**src/rtl/core/assert_macros.svh**
```systemverilog
// assertion macros for the 1-wire sensor sequencer
// no dependencies; included by files that carry concurrent assertions
`ifndef ASSERT_MACROS_SVH
`define ASSERT_MACROS_SVH

// same-cycle implication, disabled during reset
`define ASSERT_IMPL(label, clk, rst_n, a, b) \
	label: assert property (@(posedge clk) disable iff (!(rst_n)) (a) |-> (b)) \
		else $error("assertion failed");

// next-cycle implication, disabled during reset
`define ASSERT_NEXT(label, clk, rst_n, a, b) \
	label: assert property (@(posedge clk) disable iff (!(rst_n)) (a) |=> (b)) \
		else $error("assertion failed");

`endif

```
**src/rtl/core/owts_pkg.sv**
```systemverilog
// shared types, codes and constants of the 1-wire sensor sequencer
// no dependencies
`timescale 1ns / 1ps

package owts_pkg;

	localparam int SCRATCH_BYTES_DEF = 9;

	// bus command codes
	localparam logic [1:0] CMD_NONE  = 2'd0;
	localparam logic [1:0] CMD_RESET = 2'd1;
	localparam logic [1:0] CMD_WRITE = 2'd2;
	localparam logic [1:0] CMD_READ  = 2'd3;

	// device opcodes
	localparam logic [7:0] OP_SKIP_ROM  = 8'hCC;
	localparam logic [7:0] OP_CONVERT   = 8'h44;
	localparam logic [7:0] OP_WRITE_PAD = 8'h4E;
	localparam logic [7:0] OP_READ_PAD  = 8'hBE;

	// configuration register indexes and reset values
	localparam logic [1:0] REG_ALARM_HIGH = 2'd0;
	localparam logic [1:0] REG_ALARM_LOW  = 2'd1;
	localparam logic [1:0] REG_RESOLUTION = 2'd2;
	localparam logic [7:0] ALARM_HIGH_RST = 8'h32;
	localparam logic [7:0] ALARM_LOW_RST  = 8'h85;
	localparam logic [7:0] RESOLUTION_RST = 8'h7F;

	typedef enum logic [3:0] {
		ST_IDLE     = 4'd0,
		ST_PRESENCE = 4'd1,
		ST_SKIPROM  = 4'd2,
		ST_CFG_PRE  = 4'd3,
		ST_CFG_HIGH = 4'd4,
		ST_CFG_LOW  = 4'd5,
		ST_CFG_RES  = 4'd6,
		ST_CONVERT  = 4'd7,
		ST_READ_PAD = 4'd8,
		ST_ACQUIRE  = 4'd9,
		ST_ERROR    = 4'd10
	} state_t;

	typedef struct packed {
		logic configuring;
		logic reading;
		logic conv_done;
		logic temp_ready;
		logic configured;
	} flags_t;

	typedef struct packed {
		logic [7:0] alarm_high;
		logic [7:0] alarm_low;
		logic [7:0] resolution;
	} cfg_regs_t;

	typedef struct packed {
		logic       configure_request;
		logic       start_request;
		logic       ready_clear;
		logic       bus_idle;
		logic       presence_ok;
		logic       sampled_bit;
		logic [7:0] received_byte;
	} item_t;

endpackage

```
**src/rtl/core/owts_scratch.sv**
```systemverilog
// scratchpad byte store, written one byte per step
// depends on owts_pkg; provides the next temperature word from bytes one and zero
`timescale 1ns / 1ps

module owts_scratch #(
	parameter int SCRATCH_BYTES = owts_pkg::SCRATCH_BYTES_DEF
) (
	input  logic                             clk,
	input  logic                             arst_n,
	input  logic                             write_en,
	input  logic [$clog2(SCRATCH_BYTES)-1:0] write_idx,
	input  logic [7:0]                       write_byte,
	output logic [15:0]                      temp_next
);
	import owts_pkg::*;

	localparam int CW = $clog2(SCRATCH_BYTES);

	logic [7:0] bytes_q [SCRATCH_BYTES];
	logic [7:0] byte0_next;
	logic [7:0] byte1_next;

	always_ff @(posedge clk or negedge arst_n) begin
		if (!arst_n) begin
			for (int i = 0; i < SCRATCH_BYTES; i++) begin
				bytes_q[i] <= '0;
			end
		end else if (write_en) begin
			bytes_q[write_idx] <= write_byte;
		end
	end

	// bypass so the word reflects a byte stored in this step
	assign byte0_next = (write_en && write_idx == CW'(0)) ? write_byte : bytes_q[0];
	assign byte1_next = (write_en && write_idx == CW'(1)) ? write_byte : bytes_q[1];
	assign temp_next  = {byte1_next, byte0_next};

endmodule

```
**src/rtl/core/owts_step.sv**
```systemverilog
// one step of the sequencer state machine: request strobes, then the state step
// depends on owts_pkg
`timescale 1ns / 1ps

module owts_step #(
	parameter int SCRATCH_BYTES = owts_pkg::SCRATCH_BYTES_DEF
) (
	input  owts_pkg::state_t                 state,
	input  owts_pkg::flags_t                 flags,
	input  logic [$clog2(SCRATCH_BYTES)-1:0] count,
	input  owts_pkg::item_t                  item,
	input  owts_pkg::cfg_regs_t              cfg,
	output owts_pkg::state_t                 state_next,
	output owts_pkg::flags_t                 flags_next,
	output logic [$clog2(SCRATCH_BYTES)-1:0] count_next,
	output logic [1:0]                       cmd,
	output logic [7:0]                       data,
	output logic                             store_we
);
	import owts_pkg::*;

	localparam int CW = $clog2(SCRATCH_BYTES);
	localparam logic [CW-1:0] LAST = CW'(SCRATCH_BYTES - 1);

	flags_t req;
	logic   busy;

	// request strobes
	always_comb begin
		req = flags;
		busy = flags.configuring || flags.conv_done || flags.reading;
		if (item.configure_request && !flags.configured) begin
			req.configuring = 1'b1;
		end
		if (item.start_request && flags.configured && !busy) begin
			req.reading = 1'b1;
		end
		if (item.ready_clear) begin
			req.temp_ready = 1'b0;
		end
	end

	// next state
	always_comb begin
		state_next = state;
		case (state)
			ST_IDLE: begin
				if (req.configuring || req.reading) state_next = ST_PRESENCE;
			end
			ST_PRESENCE: begin
				if (item.bus_idle) state_next = item.presence_ok ? ST_SKIPROM : ST_ERROR;
			end
			ST_SKIPROM: begin
				if (item.bus_idle) begin
					if (req.configuring) state_next = ST_CFG_PRE;
					else if (req.reading) state_next = ST_CONVERT;
					else if (req.conv_done) state_next = ST_READ_PAD;
				end
			end
			ST_CONVERT: begin
				if (item.bus_idle && item.sampled_bit) state_next = ST_PRESENCE;
			end
			ST_READ_PAD: begin
				if (item.bus_idle) state_next = ST_ACQUIRE;
			end
			ST_ACQUIRE: begin
				if (item.bus_idle && count == LAST) state_next = ST_IDLE;
			end
			ST_CFG_PRE: begin
				if (item.bus_idle) state_next = ST_CFG_HIGH;
			end
			ST_CFG_HIGH: begin
				if (item.bus_idle) state_next = ST_CFG_LOW;
			end
			ST_CFG_LOW: begin
				if (item.bus_idle) state_next = ST_CFG_RES;
			end
			ST_CFG_RES: begin
				if (item.bus_idle) state_next = ST_IDLE;
			end
			default: begin
				state_next = state;
			end
		endcase
	end

	// outputs, flags and byte counter
	always_comb begin
		flags_next = req;
		count_next = count;
		cmd        = CMD_NONE;
		data       = '0;
		store_we   = 1'b0;
		case (state)
			ST_IDLE: begin
				if (req.configuring || req.reading) cmd = CMD_RESET;
			end
			ST_PRESENCE: begin
				if (item.bus_idle && item.presence_ok) begin
					cmd  = CMD_WRITE;
					data = OP_SKIP_ROM;
				end
			end
			ST_SKIPROM: begin
				if (item.bus_idle) begin
					if (req.configuring) begin
						cmd  = CMD_WRITE;
						data = OP_WRITE_PAD;
					end else if (req.reading) begin
						cmd  = CMD_WRITE;
						data = OP_CONVERT;
					end else if (req.conv_done) begin
						flags_next.conv_done = 1'b0;
						cmd  = CMD_WRITE;
						data = OP_READ_PAD;
					end
				end
			end
			ST_CONVERT: begin
				if (item.bus_idle && item.sampled_bit) begin
					flags_next.conv_done = 1'b1;
					flags_next.reading   = 1'b0;
					cmd = CMD_RESET;
				end
			end
			ST_READ_PAD: begin
				if (item.bus_idle) begin
					cmd        = CMD_READ;
					count_next = '0;
				end
			end
			ST_ACQUIRE: begin
				if (item.bus_idle) begin
					store_we = 1'b1;
					if (count == LAST) begin
						count_next            = '0;
						flags_next.reading    = 1'b0;
						flags_next.temp_ready = 1'b1;
					end else begin
						count_next = count + CW'(1);
						cmd        = CMD_READ;
					end
				end
			end
			ST_CFG_PRE: begin
				if (item.bus_idle) begin
					cmd  = CMD_WRITE;
					data = cfg.alarm_high;
				end
			end
			ST_CFG_HIGH: begin
				if (item.bus_idle) begin
					cmd  = CMD_WRITE;
					data = cfg.alarm_low;
				end
			end
			ST_CFG_LOW: begin
				if (item.bus_idle) begin
					cmd  = CMD_WRITE;
					data = cfg.resolution;
				end
			end
			ST_CFG_RES: begin
				if (item.bus_idle) begin
					flags_next.configuring = 1'b0;
					flags_next.configured  = 1'b1;
				end
			end
			default: begin
				cmd = CMD_NONE;
			end
		endcase
	end

endmodule

```
**src/rtl/core/onewire_temp_sensor_sequencer_unit.sv**
```systemverilog
// top level of the 1-wire temperature sensor sequencer
// depends on owts_pkg, owts_step, owts_scratch and assert_macros.svh
//
// channel  | direction | handshake            | payload
// ---------+-----------+----------------------+------------------------------------------
// input    | in        | in_valid / in_ready  | request strobes, bus status, received byte
// result   | out       | out_valid / out_ready| bus command, write data, temperature, flags
// config   | in        | cfg_write_enable     | cfg_index, cfg_data
//
// one transaction per cycle unless out_ready stalls; input register, result register
// the state step is one pass of the state machine between the two registers
// reset clears state, flags, scratchpad, byte counter and loads the register defaults
// a stalled result holds the input register, which then holds in_ready low
`timescale 1ns / 1ps

`include "assert_macros.svh"

module onewire_temp_sensor_sequencer_unit #(
	parameter int SCRATCH_BYTES = owts_pkg::SCRATCH_BYTES_DEF
) (
	input  logic               clk,
	input  logic               arst_n,
	input  logic               in_valid,
	output logic               in_ready,
	input  logic               configure_request,
	input  logic               start_request,
	input  logic               ready_clear,
	input  logic               bus_idle,
	input  logic               presence_ok,
	input  logic               sampled_bit,
	input  logic [7:0]         received_byte,
	output logic               out_valid,
	input  logic               out_ready,
	output logic [1:0]         bus_command,
	output logic [7:0]         write_data,
	output logic signed [15:0] temperature,
	output logic               temperature_ready,
	output logic               is_configured,
	output logic               is_busy,
	output logic               error_stuck,
	input  logic               cfg_write_enable,
	input  logic [1:0]         cfg_index,
	input  logic [7:0]         cfg_data
);
	import owts_pkg::*;

	localparam int CW = $clog2(SCRATCH_BYTES);

	cfg_regs_t   cfg_q;
	item_t       item_s1;
	logic        valid_s1;
	logic        advance;
	state_t      state_q;
	state_t      state_next;
	flags_t      flags_q;
	flags_t      flags_next;
	logic [CW-1:0] count_q;
	logic [CW-1:0] count_next;
	logic [1:0]  cmd;
	logic [7:0]  data;
	logic        store_we;
	logic [15:0] temp_next;
	logic        out_valid_q;

	// configuration registers
	always_ff @(posedge clk or negedge arst_n) begin
		if (!arst_n) begin
			cfg_q.alarm_high <= ALARM_HIGH_RST;
			cfg_q.alarm_low  <= ALARM_LOW_RST;
			cfg_q.resolution <= RESOLUTION_RST;
		end else if (cfg_write_enable) begin
			case (cfg_index)
				REG_ALARM_HIGH: cfg_q.alarm_high <= cfg_data;
				REG_ALARM_LOW:  cfg_q.alarm_low  <= cfg_data;
				REG_RESOLUTION: cfg_q.resolution <= cfg_data;
				default:        cfg_q            <= cfg_q;
			endcase
		end
	end

	assign advance  = valid_s1 && (!out_valid_q || out_ready);
	assign in_ready = !valid_s1 || advance;

	// input register
	always_ff @(posedge clk or negedge arst_n) begin
		if (!arst_n) begin
			valid_s1 <= 1'b0;
		end else if (in_ready) begin
			valid_s1 <= in_valid;
		end
	end

	always_ff @(posedge clk) begin
		if (in_valid && in_ready) begin
			item_s1 <= '{configure_request: configure_request,
				start_request: start_request,
				ready_clear: ready_clear,
				bus_idle: bus_idle,
				presence_ok: presence_ok,
				sampled_bit: sampled_bit,
				received_byte: received_byte};
		end
	end

	owts_step #(
		.SCRATCH_BYTES(SCRATCH_BYTES)
	) u_step (
		.state      (state_q),
		.flags      (flags_q),
		.count      (count_q),
		.item       (item_s1),
		.cfg        (cfg_q),
		.state_next (state_next),
		.flags_next (flags_next),
		.count_next (count_next),
		.cmd        (cmd),
		.data       (data),
		.store_we   (store_we)
	);

	owts_scratch #(
		.SCRATCH_BYTES(SCRATCH_BYTES)
	) u_scratch (
		.clk        (clk),
		.arst_n     (arst_n),
		.write_en   (advance && store_we),
		.write_idx  (count_q),
		.write_byte (item_s1.received_byte),
		.temp_next  (temp_next)
	);

	// sequencer state
	always_ff @(posedge clk or negedge arst_n) begin
		if (!arst_n) begin
			state_q <= ST_IDLE;
			flags_q <= '0;
			count_q <= '0;
		end else if (advance) begin
			state_q <= state_next;
			flags_q <= flags_next;
			count_q <= count_next;
		end
	end

	// result register
	always_ff @(posedge clk or negedge arst_n) begin
		if (!arst_n) begin
			out_valid_q <= 1'b0;
		end else if (advance) begin
			out_valid_q <= 1'b1;
		end else if (out_ready) begin
			out_valid_q <= 1'b0;
		end
	end

	always_ff @(posedge clk) begin
		if (advance) begin
			bus_command       <= cmd;
			write_data        <= data;
			temperature       <= $signed(temp_next);
			temperature_ready <= flags_next.temp_ready;
			is_configured     <= flags_next.configured;
			is_busy           <= flags_next.configuring || flags_next.conv_done
				|| flags_next.reading;
			error_stuck       <= (state_next == ST_ERROR);
		end
	end

	assign out_valid = out_valid_q;

	`ASSERT_NEXT(a_error_terminal, clk, arst_n, state_q == ST_ERROR, state_q == ST_ERROR)
	`ASSERT_NEXT(a_configured_sticky, clk, arst_n, flags_q.configured, flags_q.configured)
	`ASSERT_IMPL(a_count_in_acquire, clk, arst_n, count_q != '0, state_q == ST_ACQUIRE)
	`ASSERT_NEXT(a_hold_on_stall, clk, arst_n, valid_s1 && out_valid_q && !out_ready, valid_s1)

endmodule
```
**config.mk**
```make
export PLATFORM = sky130hd
export DESIGN_NAME = onewire_temp_sensor_sequencer_unit
export DESIGN_NICKNAME = d
export VERILOG_FILES = /design/src/rtl/core/owts_pkg.sv /design/src/rtl/core/owts_scratch.sv /design/src/rtl/core/owts_step.sv /design/src/rtl/core/onewire_temp_sensor_sequencer_unit.sv
export VERILOG_INCLUDE_DIRS = /design/src /design/src/rtl/core
export SDC_FILE = /design/constraint.sdc
export NUM_CORES = 1
export LEC_CHECK = 0
export BUFFER_PORTS_ARGS = -buffer_cell sky130_fd_sc_hd__buf_2
export CAP_MARGIN = 5
export CORE_UTILIZATION = 61
export CTS_CLUSTER_DIAMETER = 40
export CTS_CLUSTER_SIZE = 10
export DETAILED_ROUTE_END_ITERATION = 8
export PLACE_DENSITY = 0.9
export SLEW_MARGIN = 10
export SYNTH_ARGS = -nofsm -noshare
export SYNTH_HDL_FRONTEND = slang
export SYNTH_HIERARCHICAL = 1
export SYNTH_SLANG_ARGS = --single-unit
```
**constraint.sdc**
```tcl
create_clock -name clk -period 4.05 [get_ports clk]
set_input_delay 0.6075 -clock clk [delete_from_list [all_inputs] [get_ports clk]]
set_output_delay 0.6075 -clock clk [all_outputs]
set_load 0.03 [all_outputs]
```
* Yosys cells after proc, flatten, opt, wreduce, memory -nomap -nowiden *
Index checks and enable logic that the tools add are counted.

cells by class
  add/sub/neg operators = 1
  $lt $le $gt $ge = 2
  eq/ne operators = 16
  muxes and demuxes = 67
  bitwise operators = 1
  reduce and logical (&&, ||, !) cells = 33

operators by type and width
  operator             count
  $mux 8               11
  $bwmux 72            1
  $mux 4               17
  $pmux 4 s10          1
  $pmux 8 s5           1
  $demux 8 s4          1
  $mux 1               21
  $mux 2               10
  $eq 4x3->1 const B   4
  $eq 4x4->1 const B   4
  $pmux 2 s7           1
  $logic_and 1x1->1    12
  $eq 4x1->1 const B   2
  $eq 4x2->1 const B   2
  $logic_not 4->1      2
  $pmux 4 s2           1
  $logic_or 1x1->1     7
  $reduce_and 2->1     3
  $ge 5x5->1 const B   1
  $lt 5x1->1 const B   1
  $not 4->5            1
  $add 4x1->4 const B  1
  $logic_not 1->1      4
  $ne 2x2->1 const B   2
  7 further kinds      9

storage, ports and cells
  register bits after elaboration = 155
  input bits = 29
  output and inout bits = 32

* Logic depth before layout (Yosys ltp) *
  word-level depth = 11
  gate-level depth with buffers = 9
  depth with buffers taken out = 7

* Hierarchy *
The synthesis kept the hierarchy.

modules (own cells, without submodules)
  module                              times used  cells each  area an instance (µm²)
  onewire_temp_sensor_sequencer_unit  1           134         2842.7
  owts_step                           1           135         804.5
  owts_scratch                        1           45          726.9

* Worst setup path before layout *
OpenSTA, ideal clock, no wires.

  kind = reg2reg
  from = register state_q[1]
  to = register temperature[0] (data pin)
  arrival time = 1.928 ns
  data required time = 3.787 ns
  path slack = 1.859 ns
  stages on the path, launching flop included = 10
  buffers on the path = 2
  path through = dfrtp_1 -> buf_2 -> and3b_1 -> nand2_1 -> inv_1 -> and3_1 -> nor4b_4 -> and2b_1 -> buf_4 -> mux2_2

on the way
  longest elaborated chain between the ends = 5

ends and longest elaborated chain
  what                    RTL line                                   text
  from (decl)             onewire_temp_sensor_sequencer_unit.sv:53   state_t state_q;
  from (signal assigned)  onewire_temp_sensor_sequencer_unit.sv:139  state_q <= state_next;
  $eq 4x4->1              owts_step.sv:94                            case (state)
  $mux 1                  owts_step.sv:94
  named net store_we      onewire_temp_sensor_sequencer_unit.sv:61   logic store_we;
  $logic_and 1x1->1       onewire_temp_sensor_sequencer_unit.sv:126  .write_en (advance && store_we),
  $logic_and 1x1->1       owts_scratch.sv:34                         assign byte0_next = (write_en && write_idx == CW'(0)) ? write_byte : bytes_q[0];
  $mux 8                  owts_scratch.sv:34
  named net temp_next[0]  onewire_temp_sensor_sequencer_unit.sv:62   logic [15:0] temp_next;
  to (signal assigned)    onewire_temp_sensor_sequencer_unit.sv:160  temperature <= $signed(temp_next);
  to (decl)               onewire_temp_sensor_sequencer_unit.sv:36   output logic signed [15:0] temperature,

The timed path passes the listed nets, and every way through them passes these cells.
A chain may end at the register's enable or synchronous reset.

* Final worst setup path *
  from = register state_q[0]
  to = register temperature[2] (data pin)

The elaborated chain is that of the path after synthesis.

==> flow_metrics.env <==
export IMPL_p_sw_mw=1.002
export IMPL_switching_share_pct=32.78
export IMPL_drive_gt1_share_pct=43.19
export IMPL_path_cells="and3b_1 > nand2_1 > inv_1 > and3_1 > nor4b_4 > and2b_1 > mux2_2"
export IMPL_rsz0062_at_grt="false"
export IMPL_grt_overflow=0
export IMPL_core_area_um2=6869
export IMPL_portBuffers=60
export IMPL_drt_initial_drc_count=278
export IMPL_nets=408
export IMPL_crit_buf_inv=1
export IMPL_initial_utilization_pct=63.68
export IMPL_die_width_um=86.68
export IMPL_clkPwrFrac_pct=23.1
export IMPL_synth_cell_types=49
export IMPL_cts_hold_buf=0
export IMPL_finalClockSkew_ns=0.008245
export IMPL_clk_pin_slew_worst_paths_ns=0.09
export IMPL_maxCapViolCount=0
export IMPL_ys_warn_count=6
export IMPL_cts_path_max_buffers=2
export IMPL_cts_tree="built"
export IMPL_cts_resized=0
export IMPL_via_per_inst=5.814
export IMPL_worstPathArrival_ns=3.00
export IMPL_gp_congestion=0.8614
export IMPL_slew_violations=0
export IMPL_fin_tns_setup_ns=0
export IMPL_crit_fanout=25
export IMPL_antenna_found_initial=0
export IMPL_post_drt_wl_per_cell_um=17.44
export IMPL_synth_seq_cells=99
export IMPL_cts_buffers=9
export IMPL_area_growth_pct=13.90
export IMPL_finalHoldViolations=0
export IMPL_first_pass_iters=5
export IMPL_endpoint_kind="flip-flop"
export IMPL_drc_errors=0
export IMPL_r2r_start="state_q[0]$_DFFE_PN0P_"
export IMPL_p_leak_nw=2.108
export IMPL_diodes=0
export IMPL_power_mw=3.058
export IMPL_period_minus_slack_ns=2.878
export IMPL_synthesis_nets=345
export IMPL_post_cts_buffers=0
export IMPL_ant_nets=0
export IMPL_cp_slowest_cell="dfrtp_1"
export IMPL_hold_class="primary input to async pin"
export IMPL_synthCells=314
export IMPL_drt_wl_total_um=8338
export IMPL_ctsHtreeMaxLevel=3
export IMPL_io_pins=61
export IMPL_grt_pass1_wl_um=13620
export IMPL_status="completed"
export IMPL_synth_avg_cell_area_um2=13.93
export IMPL_syn_area_um2=4374
export IMPL_grt_max_degree=30
export IMPL_critical_path_class="flip-flop to flip-flop"
export IMPL_relSlewSlack_pct=48.77
export IMPL_cts_root_buf="clkbuf_8"
export IMPL_die_height_um=86.68
export IMPL_ir_drop_v=0.0002872
export IMPL_num_vias=2779
export IMPL_power_internal_mw=2.056
export IMPL_rows=30
export IMPL_cp_required_ns=4.17
export IMPL_r2r_cells=7
export IMPL_rr_endpoint="temperature[2]$_DFFE_PP_"
export IMPL_finalSetupViolCount=0
export IMPL_seq_area_frac_synth_pct=62.04
export IMPL_clk_latency_ns=0.37
export IMPL_clock_fmax_mhz=347.5
export IMPL_dpl_hpwl_um=5938
export IMPL_worstSetupEndpoint="temperature[2]$_DFFE_PP_"
export IMPL_cts_sinks=99
export IMPL_reg2reg_setup_slack_ns=1.17
export IMPL_grt_pass1_vias=2825
export IMPL_die_area_um2=7513
export IMPL_final_period_utilization_pct=71.06
export IMPL_worst_path_stages=7
export IMPL_pwr_share_comb_pct=27.4
export IMPL_tightest_slew_ns=0.7676
export IMPL_path_delay_family="simple AND/OR/NAND/NOR gates"
export IMPL_sequentialPowerShare_pct=49.4
export IMPL_startpoint="state_q[0]$_DFFE_PN0P_"
export IMPL_powerDensity_nw_per_um2=613.8
export IMPL_cpPeakStageDelay_ns=0.84
export IMPL_startpoint_type="flip-flop"
export IMPL_grt_use_total_pct=24.34
-- cell usage after synthesis (all sizes together) --
cell type,count,share of area (%)
o41ai,1,0.20
nand4,2,0.29
o22ai,2,0.29
nand2b,9,1.3
nor2,12,1.0
a22o,2,0.40
nor3b,2,0.60
edfxtp,44,30
and3,6,0.86
a21oi,9,1.0
a22oi,7,1.2
nor2b,5,0.72
o21ai,12,1.4
clkbuf,1,0.086
a21o,1,0.17
nor4b,1,0.54
nor4,1,0.29
nand3b,5,1.0
a211oi,1,0.17
nand2,14,1.3
nor4bb,1,0.23
or2b,2,0.34
and3b,2,0.40
xnor2,1,0.20
mux2,65,17
or3,3,0.43
nor3,4,0.46
buf,9,1.3
or2,2,0.29
inv,8,0.69
and2b,2,0.34
o31ai,3,0.51
nand3,9,1.0
o31a,1,0.20
dfstp,13,7.8
ha,2,0.57
and2,1,0.14
a21boi,2,0.34
o211ai,3,0.51
o221ai,1,0.20
a32o,1,0.23
dfrtp,42,24
-- registers in the layout, summed over array words and instances (netlist names) --
name / count
state_q: 4
temperature: 16
error_stuck: 1
out_valid: 1
cfg_q: 24
flags_q: 5
item_s1: 14
write_data: 8
u_scratch/bytes_q: 16
valid_s1: 1
is_busy: 1
bus_command: 2
is_configured: 1
temperature_ready: 1
count_q: 4
-- logic make-up (layout without fill, tap and decap cells) --
logic type | count (synthesis) | in the layout | share of synthesized area (%)
adders and majority gates | 2 | 2 | 0.5720
AOI/OAI and AO/OA | 46 | 46 | 6.836
and+or+nand+nor | 83 | 83 | 11.56
buffers and inverters | 18 | 86 | 2.059
xor gates and xnor gates | 1 | 1 | 0.2003
muxes | 65 | 65 | 16.73
DFF | 99 | 99 | 62.04
-- metal layers --
metal  up-vias  routed length, um  global-route usage [%]
met2       117               4188                   39.75
met5         -                  0                       0
met1      1350               3535                   31.19
met3        15                447                   5.810
met4         0                167                   10.76
li1       1297                  -                       -
-- final cells by class --
type	count	area [um^2]
Inverter	8	30.03
Multi-Input combinational cell	197	1570
Sequential cell	99	2714
Clock buffer	10	137.6
Fill cell	436	1887
Tap cell	96	120.1
Clock inverter	6	95.09
Timing Repair Buffer	62	315.3
-- cell usage in the layout (no fill, tap or decap), types with 4 or more instances in the layout --
cell and count:
nor3_1 4, nor2_1 12, dfrtp_1 42, a21oi_1 9
dfstp_2 13, nand3_1 9, nand2_1 13, o21ai_0 11
clkbuf_8 10, buf_2 60, nor2b_1 5, a22oi_1 7
mux2_2 65, inv_1 7, edfxtp_1 44, nand2b_1 9
and3_1 6
-- stage by stage --
step / setup WS, ns / hold WS (ns) / instances / area [um^2] / utilization, %
final: 1.172 / 0.2385 / 478 / 4982 / 72.53
after global routing: 0.9529 / 0.2694 / 478 / 4982 / 72.53
after CTS: 1.170 / 0.2441 / 478 / 4982 / 72.53
after detailed placement: 1.173 / 0.4828 / 462 / 4750 / 69.14
after global placement: 1.292 / 0.4764 / 462 / 4750 / 69.14
after floorplan: 1.859 / 0.3119 / 314 / 4374 / -
-- worst min path at each step --
stage | start | to | cells past startpoint
floorplan | arst_n | cfg_q[11]$_DFFE_PN0P_ | 0
global placement | u_scratch/bytes_q[57]$_DFFE_PN0P_ | u_scratch/bytes_q[57]$_DFFE_PN0P_ | 1
detailed placement | u_scratch/bytes_q[57]$_DFFE_PN0P_ | u_scratch/bytes_q[57]$_DFFE_PN0P_ | 1
CTS | arst_n | u_scratch/bytes_q[66]$_DFFE_PN0P_ | 1
global route | arst_n | u_scratch/bytes_q[66]$_DFFE_PN0P_ | 1
finish | arst_n | u_scratch/bytes_q[66]$_DFFE_PN0P_ | 1
-- power by group through the flow --
stage / combinational (mW) / sequential [mW] / clock [mW]
2_1_floorplan: 0.577 / 1.56 / 0
3_3_place_gp: 0.800 / 1.52 / 0
3_5_place_dp: 0.830 / 1.53 / 0
4_1_cts: 0.834 / 1.51 / 0.724
5_1_grt: 0.911 / 1.55 / 0.758
6_report: 0.839 / 1.51 / 0.707
-- worst reg2reg max path: stages (launching register included) --
cell and delay (ns):
dfrtp_1 0.84, and3b_1 0.31, nand2_1 0.13, inv_1 0.10, and3_1 0.17, nor4b_4 0.23, and2b_1 0.45, mux2_2 0.41
Power figures use the tool's default switching activity.
